`config.mk`:
```
export PLATFORM = sky130hd
export DESIGN_NAME = xmodem_checksum_receiver
export DESIGN_NICKNAME = d
export VERILOG_FILES = /design/src/hdl/xcr_pkg.sv /design/src/hdl/xcr_queue.sv /design/src/hdl/xcr_front.sv /design/src/hdl/xcr_back.sv /design/src/hdl/xmodem_checksum_receiver.sv
export SDC_FILE = /design/constraint.sdc
export NUM_CORES = 1
export LEC_CHECK = 0
export BUFFER_PORTS_ARGS = -buffer_cell sky130_fd_sc_hd__buf_2
export CORE_ASPECT_RATIO = 0.6
export CORE_MARGIN = 1.5
export CORE_UTILIZATION = 44
export CTS_CLUSTER_SIZE = 8
export DETAILED_ROUTE_END_ITERATION = 6
export GPL_TIMING_DRIVEN = 0
export MAX_ROUTING_LAYER = met4
export PLACE_DENSITY = 0.65
export SYNTH_ARGS = -nofsm -noshare
export SYNTH_HDL_FRONTEND = slang
export SYNTH_SLANG_ARGS = --single-unit
```
`constraint.sdc`:
```
create_clock -name clk -period 5.2 [get_ports clk]
set_input_delay 0.52 -clock clk [delete_from_list [all_inputs] [get_ports clk]]
set_output_delay 0.52 -clock clk [all_outputs]
set_load 0.01 [all_outputs]
```
`src/hdl/xcr_pkg.sv`:
```
// Shared types and constants for the XMODEM checksum receiver.
package xcr_pkg;

  // Default sizing
  localparam int unsigned PAYLOAD_BYTES_DEF = 128;
  localparam int unsigned QUEUE_DEPTH_DEF   = 2;

  // Register map
  localparam int unsigned APB_ADDR_W         = 3;
  localparam logic        REG_NAK_INTERVAL   = 1'b0;
  localparam logic [15:0] NAK_INTERVAL_RESET = 16'd200;

  // Protocol characters
  localparam logic [7:0] CH_SOH = 8'h01;
  localparam logic [7:0] CH_EOT = 8'h04;
  localparam logic [7:0] CH_ACK = 8'h06;
  localparam logic [7:0] CH_NAK = 8'h15;
  localparam logic [7:0] CH_CAN = 8'h18;

  // Block number plus its complement must give this
  localparam logic [7:0] BLOCK_PAIR_SUM = 8'hFF;

  // Frame verdict codes
  localparam logic [1:0] VERDICT_NONE = 2'd0;
  localparam logic [1:0] VERDICT_GOOD = 2'd1;
  localparam logic [1:0] VERDICT_BAD  = 2'd2;

  // Session status codes
  localparam logic [1:0] STATUS_RUNNING   = 2'd0;
  localparam logic [1:0] STATUS_COMPLETED = 2'd1;
  localparam logic [1:0] STATUS_CANCELLED = 2'd2;

  // Item class decided by the front end
  typedef enum logic [2:0] {
    OP_TICK,
    OP_SOH,
    OP_EOT,
    OP_CAN,
    OP_OTHER
  } op_t;

  typedef struct packed {
    op_t        op;
    logic [7:0] data;
  } item_t;

  // Receiver phase
  typedef enum logic [2:0] {
    PH_WAIT,
    PH_IDLE,
    PH_BLK,
    PH_INV,
    PH_DATA,
    PH_SUM,
    PH_DONE,
    PH_CANCEL
  } phase_t;

  typedef struct packed {
    logic       tx_valid;
    logic [7:0] tx_byte;
    logic       data_valid;
    logic [7:0] data_byte;
    logic [6:0] data_index;
    logic [1:0] frame_verdict;
    logic [7:0] block_number;
    logic [1:0] session_status;
  } result_t;

endpackage

```
`src/hdl/xcr_queue.sv`:
```
// Small FIFO of classified items between the front and back ends.
module xcr_queue #(
  parameter int unsigned DEPTH = 2  // at least 2
) (
  input  logic          clk,
  input  logic          rst,
  input  logic          push,
  input  xcr_pkg::item_t push_item,
  output logic          push_ready,
  input  logic          pop,
  output logic          pop_valid,
  output xcr_pkg::item_t pop_item
);
  import xcr_pkg::*;

  localparam int unsigned PW   = $clog2(DEPTH);
  localparam int unsigned CNTW = $clog2(DEPTH + 1);

  item_t           slots [DEPTH];
  logic [PW-1:0]   wr_ptr;
  logic [PW-1:0]   rd_ptr;
  logic [CNTW-1:0] count;
  logic            do_push;
  logic            do_pop;

  assign push_ready = (count != CNTW'(DEPTH));
  assign pop_valid  = (count != '0);
  assign do_push    = push && push_ready;
  assign do_pop     = pop && pop_valid;
  assign pop_item   = slots[rd_ptr];

  // Store incoming item
  always_ff @(posedge clk) begin
    if (do_push) begin
      slots[wr_ptr] <= push_item;
    end
  end

  // Advance pointers and occupancy
  always_ff @(posedge clk) begin
    if (rst) begin
      wr_ptr <= '0;
      rd_ptr <= '0;
      count  <= '0;
    end else begin
      if (do_push) begin
        wr_ptr <= (wr_ptr == PW'(DEPTH - 1)) ? '0 : wr_ptr + 1'b1;
      end
      if (do_pop) begin
        rd_ptr <= (rd_ptr == PW'(DEPTH - 1)) ? '0 : rd_ptr + 1'b1;
      end
      if (do_push && !do_pop) begin
        count <= count + 1'b1;
      end else if (do_pop && !do_push) begin
        count <= count - 1'b1;
      end
    end
  end

endmodule

```
`src/hdl/xcr_front.sv`:
```
// Input front end: accepts items and classifies them for the back end.
module xcr_front (
  input  logic          in_valid,
  output logic          in_ready,
  input  logic          mode,
  input  logic [7:0]    rx_byte,
  input  logic          q_ready,
  output logic          q_push,
  output xcr_pkg::item_t q_item
);
  import xcr_pkg::*;

  assign in_ready = q_ready;
  assign q_push   = in_valid && q_ready;

  // Classify tick or control character
  always_comb begin
    q_item.data = rx_byte;
    if (mode) begin
      q_item.op = OP_TICK;
    end else if (rx_byte == CH_SOH) begin
      q_item.op = OP_SOH;
    end else if (rx_byte == CH_EOT) begin
      q_item.op = OP_EOT;
    end else if (rx_byte == CH_CAN) begin
      q_item.op = OP_CAN;
    end else begin
      q_item.op = OP_OTHER;
    end
  end

endmodule

```
`src/hdl/xcr_back.sv`:
```
// Protocol back end: frame state machine, checksum and output register.
module xcr_back #(
  parameter int unsigned PAYLOAD_BYTES = xcr_pkg::PAYLOAD_BYTES_DEF
) (
  input  logic            clk,
  input  logic            rst,
  input  logic [15:0]     nak_interval,
  input  logic            q_valid,
  input  xcr_pkg::item_t   q_item,
  output logic            q_pop,
  output logic            out_valid,
  input  logic            out_ready,
  output xcr_pkg::result_t out_res
);
  import xcr_pkg::*;

  localparam int unsigned CW = $clog2(PAYLOAD_BYTES + 1);

  phase_t       phase, phase_next;
  logic [7:0]   expected_block, expected_block_next;
  logic [7:0]   seen_block, seen_block_next;
  logic [7:0]   seen_inv, seen_inv_next;
  logic [CW-1:0] payload_count, payload_count_next;
  logic [7:0]   running_sum, running_sum_next;
  logic [15:0]  tick_count, tick_count_next;
  logic         out_valid_next;

  logic         take;
  logic         is_tick;
  logic         has_res;
  result_t      res;
  logic [16:0]  tick_sum;
  logic         tick_due;
  logic         good;
  logic [CW-1:0] cnt_inc;
  logic [CW+6:0] cnt_ext;

  assign take     = q_valid && (!out_valid || out_ready);
  assign q_pop    = take;
  assign is_tick  = (q_item.op == OP_TICK);
  assign tick_sum = {1'b0, tick_count} + 17'd1;
  assign tick_due = (tick_sum >= {1'b0, nak_interval});
  assign cnt_inc  = payload_count + 1'b1;
  assign cnt_ext  = {7'd0, payload_count};
  assign good     = (8'(seen_block + seen_inv) == BLOCK_PAIR_SUM)
                 && (q_item.data == running_sum)
                 && (seen_block == expected_block);

  // Next state
  always_comb begin
    phase_next          = phase;
    expected_block_next = expected_block;
    seen_block_next     = seen_block;
    seen_inv_next       = seen_inv;
    payload_count_next  = payload_count;
    running_sum_next    = running_sum;
    tick_count_next     = tick_count;
    case (phase)
      PH_WAIT, PH_IDLE: begin
        if (is_tick) begin
          if (phase == PH_WAIT) begin
            tick_count_next = tick_due ? 16'd0 : tick_sum[15:0];
          end
        end else begin
          case (q_item.op)
            OP_SOH: begin
              phase_next         = PH_BLK;
              payload_count_next = '0;
              running_sum_next   = '0;
            end
            OP_EOT:  phase_next = PH_DONE;
            OP_CAN:  phase_next = PH_CANCEL;
            default: phase_next = PH_IDLE;
          endcase
        end
      end
      PH_BLK: begin
        if (!is_tick) begin
          seen_block_next = q_item.data;
          phase_next      = PH_INV;
        end
      end
      PH_INV: begin
        if (!is_tick) begin
          seen_inv_next = q_item.data;
          phase_next    = PH_DATA;
        end
      end
      PH_DATA: begin
        if (!is_tick) begin
          running_sum_next   = running_sum + q_item.data;
          payload_count_next = cnt_inc;
          if (cnt_inc >= CW'(PAYLOAD_BYTES)) begin
            phase_next = PH_SUM;
          end
        end
      end
      PH_SUM: begin
        if (!is_tick) begin
          if (good) begin
            expected_block_next = expected_block + 8'd1;
          end
          phase_next         = PH_IDLE;
          payload_count_next = '0;
          running_sum_next   = '0;
        end
      end
      default: begin
        // finished or cancelled: drop everything
      end
    endcase
  end

  // Result for the item at the queue head
  always_comb begin
    res     = '0;
    has_res = 1'b0;
    case (phase)
      PH_WAIT, PH_IDLE: begin
        if (is_tick) begin
          if (phase == PH_WAIT && tick_due) begin
            has_res      = 1'b1;
            res.tx_valid = 1'b1;
            res.tx_byte  = CH_NAK;
          end
        end else if (q_item.op == OP_EOT) begin
          has_res            = 1'b1;
          res.tx_valid       = 1'b1;
          res.tx_byte        = CH_ACK;
          res.session_status = STATUS_COMPLETED;
        end else if (q_item.op == OP_CAN) begin
          has_res            = 1'b1;
          res.session_status = STATUS_CANCELLED;
        end
      end
      PH_DATA: begin
        if (!is_tick) begin
          has_res        = 1'b1;
          res.data_valid = 1'b1;
          res.data_byte  = q_item.data;
          res.data_index = cnt_ext[6:0];
        end
      end
      PH_SUM: begin
        if (!is_tick) begin
          has_res           = 1'b1;
          res.tx_valid      = 1'b1;
          res.block_number  = seen_block;
          res.tx_byte       = good ? CH_ACK : CH_NAK;
          res.frame_verdict = good ? VERDICT_GOOD : VERDICT_BAD;
        end
      end
      default: begin
        // no result
      end
    endcase
  end

  assign out_valid_next = take ? has_res : (out_valid && !out_ready);

  // Update protocol state
  always_ff @(posedge clk) begin
    if (rst) begin
      phase          <= PH_WAIT;
      expected_block <= 8'd1;
      seen_block     <= '0;
      seen_inv       <= '0;
      payload_count  <= '0;
      running_sum    <= '0;
      tick_count     <= '0;
      out_valid      <= 1'b0;
    end else begin
      if (take) begin
        phase          <= phase_next;
        expected_block <= expected_block_next;
        seen_block     <= seen_block_next;
        seen_inv       <= seen_inv_next;
        payload_count  <= payload_count_next;
        running_sum    <= running_sum_next;
        tick_count     <= tick_count_next;
      end
      out_valid <= out_valid_next;
    end
  end

  // Load output register
  always_ff @(posedge clk) begin
    if (take && has_res) begin
      out_res <= res;
    end
  end

endmodule

```
`src/hdl/xmodem_checksum_receiver.sv`:
```
// Top level of the XMODEM checksum receiver with its configuration port.
//
//   channel   handshake                 payload
//   input     in_valid / in_ready       mode, rx_byte
//   output    out_valid / out_ready     tx_valid .. session_status
//   config    psel/penable/pwrite/pready paddr, pwdata, prdata
//
// Sustains one transaction per cycle while the output is not stalled; a
// taken input passes through a queue slot into the output register.
// Latency is set by the item queue and the registered result stage.
// Synchronous reset returns to waiting for the sender, nak_interval to 200.
// A stalled output holds its register; the queue absorbs two more items,
// then in_ready drops.
module xmodem_checksum_receiver #(
  parameter int unsigned PAYLOAD_BYTES = xcr_pkg::PAYLOAD_BYTES_DEF,
  parameter int unsigned QUEUE_DEPTH   = xcr_pkg::QUEUE_DEPTH_DEF
) (
  input  logic                            clk,
  input  logic                            rst,
  input  logic                            in_valid,
  output logic                            in_ready,
  input  logic                            mode,
  input  logic [7:0]                      rx_byte,
  output logic                            out_valid,
  input  logic                            out_ready,
  output logic                            tx_valid,
  output logic [7:0]                      tx_byte,
  output logic                            data_valid,
  output logic [7:0]                      data_byte,
  output logic [6:0]                      data_index,
  output logic [1:0]                      frame_verdict,
  output logic [7:0]                      block_number,
  output logic [1:0]                      session_status,
  input  logic                            psel,
  input  logic                            penable,
  input  logic                            pwrite,
  input  logic [xcr_pkg::APB_ADDR_W-1:0]  paddr,
  input  logic [31:0]                     pwdata,
  output logic [31:0]                     prdata,
  output logic                            pready
);
  import xcr_pkg::*;

  logic        [15:0] nak_interval;
  logic               cfg_write;
  logic               q_ready;
  logic               q_push;
  item_t              q_in;
  logic               q_valid;
  logic               q_pop;
  item_t              q_out;
  result_t            res;

  // Configuration register
  assign pready    = 1'b1;
  assign cfg_write = psel && penable && pwrite && pready;
  assign prdata    = (paddr[2] == REG_NAK_INTERVAL) ? {16'd0, nak_interval} : 32'd0;

  always_ff @(posedge clk) begin
    if (rst) begin
      nak_interval <= NAK_INTERVAL_RESET;
    end else if (cfg_write && (paddr[2] == REG_NAK_INTERVAL)) begin
      nak_interval <= pwdata[15:0];
    end
  end

  xcr_front u_front (
    .in_valid (in_valid),
    .in_ready (in_ready),
    .mode     (mode),
    .rx_byte  (rx_byte),
    .q_ready  (q_ready),
    .q_push   (q_push),
    .q_item   (q_in)
  );

  xcr_queue #(
    .DEPTH (QUEUE_DEPTH)
  ) u_queue (
    .clk        (clk),
    .rst        (rst),
    .push       (q_push),
    .push_item  (q_in),
    .push_ready (q_ready),
    .pop        (q_pop),
    .pop_valid  (q_valid),
    .pop_item   (q_out)
  );

  xcr_back #(
    .PAYLOAD_BYTES (PAYLOAD_BYTES)
  ) u_back (
    .clk          (clk),
    .rst          (rst),
    .nak_interval (nak_interval),
    .q_valid      (q_valid),
    .q_item       (q_out),
    .q_pop        (q_pop),
    .out_valid    (out_valid),
    .out_ready    (out_ready),
    .out_res      (res)
  );

  // Unpack result fields
  assign tx_valid       = res.tx_valid;
  assign tx_byte        = res.tx_byte;
  assign data_valid     = res.data_valid;
  assign data_byte      = res.data_byte;
  assign data_index     = res.data_index;
  assign frame_verdict  = res.frame_verdict;
  assign block_number   = res.block_number;
  assign session_status = res.session_status;

endmodule

```
==> impl_metrics.sql <==
INSERT INTO impl_metrics (metric_group, metric, value, unit) VALUES
('status', 'outcome', 'complete, but fails checks', ''),
('status', 'violated_checks', 'DRC', ''),
('min_path', 'worst_min_delay_path_category', 'input port to flip-flop', ''),
('layout', 'syn_to_final_growth', '19.7', '%'),
('layout', 'n_antenna_cell', '0', ''),
('place', 'numPortBuffers', '81', ''),
('cts', 'longest_clk_path_bufs', '2', ''),
('worst_setup_path', 'critPathArrivalTime', '4.90', 'ns'),
('drt', 'routed_via_density', '5.19', ''),
('cts', 'cts_tree', 'done', ''),
('layout', 'seq_area', '0.00321', 'sq mm'),
('timing', 'timing.final.crit_period', '4.88', 'ns'),
('grt', 'first_global_vias', '5066', ''),
('drt', 'route.top_layer_used', 'met4', ''),
('drt', 'detailedRoute.firstPassIterationCount', '7', ''),
('grt', 'grt_antenna_before_repair', '0', ''),
('worst_setup_path', 'crit_path_max_fanout', '31', ''),
('cts', 'post_cts_buffers', '0', ''),
('drt', 'postRouteAntennaNets', '0', ''),
('cts', 'cts.root.buffer_cell', 'sky130_fd_sc_hd__clkbuf_16', ''),
('layout', 'filler_cell_count', '1396', ''),
('layout', 'nNetsFinal', '970', ''),
('timing', 'skew', '0.00889', 'ns'),
('floorplan', 'core_area', '0.0155', 'sq mm'),
('place', 'placedInstanceArea', '0.00780', 'sq mm'),
('cts', 'postCtsHoldBufs', '0', ''),
('floorplan', 'ios', '123', ''),
('place', 'detailed_place_hpwl', '12.7', 'mm'),
('grt', 'global_route.usage.total', '0.216', ''),
('timing', 'finalSetupViolCount', '0', ''),
('timing', 'final.hold.worst_slack', '0.304', 'ns'),
('cts', 'htreeDepth', '4', ''),
('flow_run', 'number_of_max_capacitance_violations_reported', '0', ''),
('floorplan', 'design.die.area', '0.0169', 'sq mm'),
('timing', 'slew_violations', '0', ''),
('synth', 'most_used_dff_post_synth', 'sky130_fd_sc_hd__dfxtp_1', ''),
('grt', 'grt_pass1_wl', '27.3', 'mm'),
('power_and_ir_drop', 'p_leak', '3.43', 'nW'),
('grt', 'grt_overflow', '0', ''),
('worst_setup_path', 'required_worst_endpoint', '5.22', 'ns'),
('layout', 'finish.instance_area', '0.00846', 'sq mm'),
('timing', 'timing.setup.tns', '0', 'ns'),
('synth', 'synth_area_per_cell', '9.25', 'sq um'),
('synth', 'synth-edff-count', '53', ''),
('synth', 'portion_of_the_post_synthesis_area_used_by_sequential_elements', '0.455', ''),
('cts', 'cts_resized', '0', ''),
('drt', 'routed-via-count', '5699', ''),
('drt', 'met2_wirelength', '6.51', 'mm'),
('timing', 'worst_slew_pin_slew', '1.23', 'ns'),
('drt', 'route.final.wire_length', '17.1', 'mm'),
('timing', 'unrepaired_setup_endpoints_after_global_routing', 'true', ''),
('cts', 'cts_inserted_buffers', '17', ''),
('timing', 'timing_hold_violations_final', '0', ''),
('timing', 'timing.max_slew.rel_slack', '0.177', ''),
('power_and_ir_drop', 'power_density', '412', 'mW/mm^2'),
('floorplan', 'die_w', '167', 'um'),
('place', 'place_congestion', '0.895', ''),
('grt', 'grt_max_degree', '32', ''),
('cts', 'cts_num_sinks', '134', ''),
('timing', 'fin_crit_sh', '0.939', ''),
('timing', 'clock.fmax', '205', 'MHz'),
('worst_setup_path', 'critical_path_capture_point_type', 'flip-flop', ''),
('synth', 'syn-instance-count', '764', ''),
('synth', 'ys_seq_elements', '134', ''),
('floorplan', 'start_util', '0.455', ''),
('floorplan', 'die_h', '101', 'um'),
('drt', 'post-route-drc-count', '2', ''),
('floorplan', 'fp-row-count', '35', ''),
('worst_setup_path', 'cp-start-kind', 'flip-flop', ''),
('drt', 'wirelength_met1', '9.25', 'mm'),
('synth', 'async_reset_ff_frac', '0', ''),
('drt', 'wl_met3', '1.14', 'mm'),
('power_and_ir_drop', 'power.ir.vdd_worst', '317', 'uV'),
('cts', 'clkLatencyLatePin', '0.41', 'ns'),
('worst_setup_path', 'worstSetupPathType', 'flip-flop to flip-flop', ''),
('layout', 'final_layout_size_suffix_gt1_frac', '0.172', ''),
('cts', 'cts.reportedPaths.clkPinSlew', '0.06', 'ns'),
('synth', 'yosysWarningCount', '0', ''),
('layout', 'multi_input_gate_area_in_the_final_layout', '0.00349', 'sq mm'),
('drt', 'drt-initial-drc-count', '435', ''),
('synth', 'mappedNetlistArea', '0.00707', 'sq mm'),
('drt', 'route.detailed.wl_per_inst', '15.5', 'um'),
('synth', 'synth_cell_type_count', '62', '');
==> critical path, cell delays in order, from the launching register on <==
cell and delay, ns:
sky130_fd_sc_hd__dfxtp_1 0.30, sky130_fd_sc_hd__clkbuf_1 0.28, sky130_fd_sc_hd__nand2_1 0.12, sky130_fd_sc_hd__nor4_1 0.62, sky130_fd_sc_hd__and4_1 0.34, sky130_fd_sc_hd__nand3_1 0.16
sky130_fd_sc_hd__xnor2_1 0.17, sky130_fd_sc_hd__ha_1 0.28, sky130_fd_sc_hd__nand3_1 0.09, sky130_fd_sc_hd__nor2_1 0.11, sky130_fd_sc_hd__o21ai_0 0.09, sky130_fd_sc_hd__o2111ai_1 0.34
sky130_fd_sc_hd__clkbuf_1 0.45, sky130_fd_sc_hd__a32oi_1 0.18, sky130_fd_sc_hd__inv_1 0.93
==> cells by family after synthesis <==
kind of cell	count (synthesis)	share of synthesized area
XOR/XNOR	46	0.0570
AND/OR/NAND/NOR	310	0.221
adder cells (fa/ha/maj)	36	0.0658
AO/OA/AOI/OAI	128	0.114
buffers and inverters	92	0.0625
multiplexers	16	0.0246
other	2	0.00106
flip-flops	134	0.455
==> state kept, by name, indices dropped and copies added (netlist names), 16 cells and up, named ones only <==
signal,flops
nak_interval,16
u_back.out_res,31
u_queue.slots,22
u_back.tick_count,16
==> report_power, final <==
| group | leakage, nW | switching, mW | internal, mW |
|---|---|---|---|
| combinational | 1.95 | 0.579 | 0.300 |
| clock | 0.332 | 0.461 | 0.841 |
| sequential | 1.15 | 0.0642 | 1.24 |
| total | 3.43 | 1.10 | 2.38 |
==> final timing paths <==
path | start | slack (ns) | end | cells past startpoint
setup / recovery | u_back.tick_count[5]$_SDFFE_PP0P_ | 0.32 | u_back.out_res[23]$_SDFFCE_PP0P_ | 14
hold / removal | pwdata[3] | 0.30 | nak_interval[3]$_SDFFE_PP1P_ | 2
setup reg to reg | u_back.tick_count[5]$_SDFFE_PP0P_ | 0.32 | u_back.out_res[23]$_SDFFCE_PP0P_ | 14
hold reg to reg | nak_interval[13]$_SDFFE_PP0P_ | 0.45 | nak_interval[13]$_SDFFE_PP0P_ | 2
==> stage by stage <==
| step | setup slack, ns | cells | power (mW) | utilization |
|---|---|---|---|---|
| after global placement | 0.419 | 1067 | 2.18 | 0.502 |
| after CTS | 0.338 | 1099 | 3.49 | 0.544 |
| after global routing | -0.0664 | 1099 | 3.65 | 0.544 |
| after detailed placement | 0.377 | 1067 | 2.19 | 0.502 |
| final | 0.317 | 1099 | 3.48 | 0.544 |
| after floorplan | 1.55 | 783 | 1.92 | - |
==> per-layer routing <==
layer	vias up	track usage
met5	-	-
met4	0	0.0601
met3	12	0.0403
met2	175	0.279
met1	2637	0.334
li1	2875	-
==> layout by cell type (no fill, tap or decap), types with 11 or more instances in the layout <==
cell / n
sky130_fd_sc_hd__ha_1: 34
sky130_fd_sc_hd__a211oi_1: 19
sky130_fd_sc_hd__nor2_1: 106
sky130_fd_sc_hd__buf_2: 83
sky130_fd_sc_hd__xor2_1: 24
sky130_fd_sc_hd__nand2b_1: 12
sky130_fd_sc_hd__nand3_1: 23
sky130_fd_sc_hd__and2_1: 18
sky130_fd_sc_hd__clkbuf_16: 22
sky130_fd_sc_hd__a21oi_1: 57
sky130_fd_sc_hd__nand2_1: 59
sky130_fd_sc_hd__nor2b_1: 11
sky130_fd_sc_hd__o21ai_0: 18
sky130_fd_sc_hd__conb_1: 21
sky130_fd_sc_hd__nor3_1: 16
sky130_fd_sc_hd__dfxtp_1: 81
sky130_fd_sc_hd__xnor2_1: 22
sky130_fd_sc_hd__inv_1: 34
sky130_fd_sc_hd__mux2i_1: 11
sky130_fd_sc_hd__edfxtp_1: 53
sky130_fd_sc_hd__buf_4: 23
sky130_fd_sc_hd__clkbuf_1: 27
==> synth_stat cells, types with 5 or more instances <==
| cell | count | area, sq um |
|---|---|---|
| sky130_fd_sc_hd__a211oi_1 | 19 | 143 |
| sky130_fd_sc_hd__a21o_1 | 6 | 45.0 |
| sky130_fd_sc_hd__a21oi_1 | 57 | 285 |
| sky130_fd_sc_hd__a22oi_1 | 8 | 60.1 |
| sky130_fd_sc_hd__and2_1 | 18 | 113 |
| sky130_fd_sc_hd__and3_1 | 7 | 43.8 |
| sky130_fd_sc_hd__buf_4 | 23 | 173 |
| sky130_fd_sc_hd__clkbuf_1 | 27 | 101 |
| sky130_fd_sc_hd__dfxtp_1 | 81 | 1620 |
| sky130_fd_sc_hd__edfxtp_1 | 53 | 1590 |
| sky130_fd_sc_hd__ha_1 | 34 | 425 |
| sky130_fd_sc_hd__inv_1 | 34 | 128 |
| sky130_fd_sc_hd__mux2i_1 | 11 | 110 |
| sky130_fd_sc_hd__nand2_1 | 59 | 221 |
| sky130_fd_sc_hd__nand2b_1 | 12 | 75.1 |
| sky130_fd_sc_hd__nand3_1 | 23 | 115 |
| sky130_fd_sc_hd__nand3b_1 | 9 | 67.6 |
| sky130_fd_sc_hd__nand4_1 | 9 | 56.3 |
| sky130_fd_sc_hd__nor2_1 | 106 | 398 |
| sky130_fd_sc_hd__nor2b_1 | 11 | 68.8 |
| sky130_fd_sc_hd__nor3_1 | 16 | 80.1 |
| sky130_fd_sc_hd__nor3b_1 | 5 | 37.5 |
| sky130_fd_sc_hd__nor4_1 | 9 | 56.3 |
| sky130_fd_sc_hd__o21ai_0 | 18 | 90.1 |
| sky130_fd_sc_hd__or3_1 | 5 | 31.3 |
| sky130_fd_sc_hd__xnor2_1 | 22 | 193 |
| sky130_fd_sc_hd__xor2_1 | 24 | 210 |
==> cell type report <==
type | count | area share
Multi-Input combinational cell | 557 | 0.412
Sequential cell | 134 | 0.380
Clock buffer | 25 | 0.0699
Timing Repair Buffer | 81 | 0.0479
Buffer | 57 | 0.0367
Tap cell | 203 | 0.0300
Inverter | 35 | 0.0155
Clock inverter | 7 | 0.00828
(Power assumes the default switching activity.)
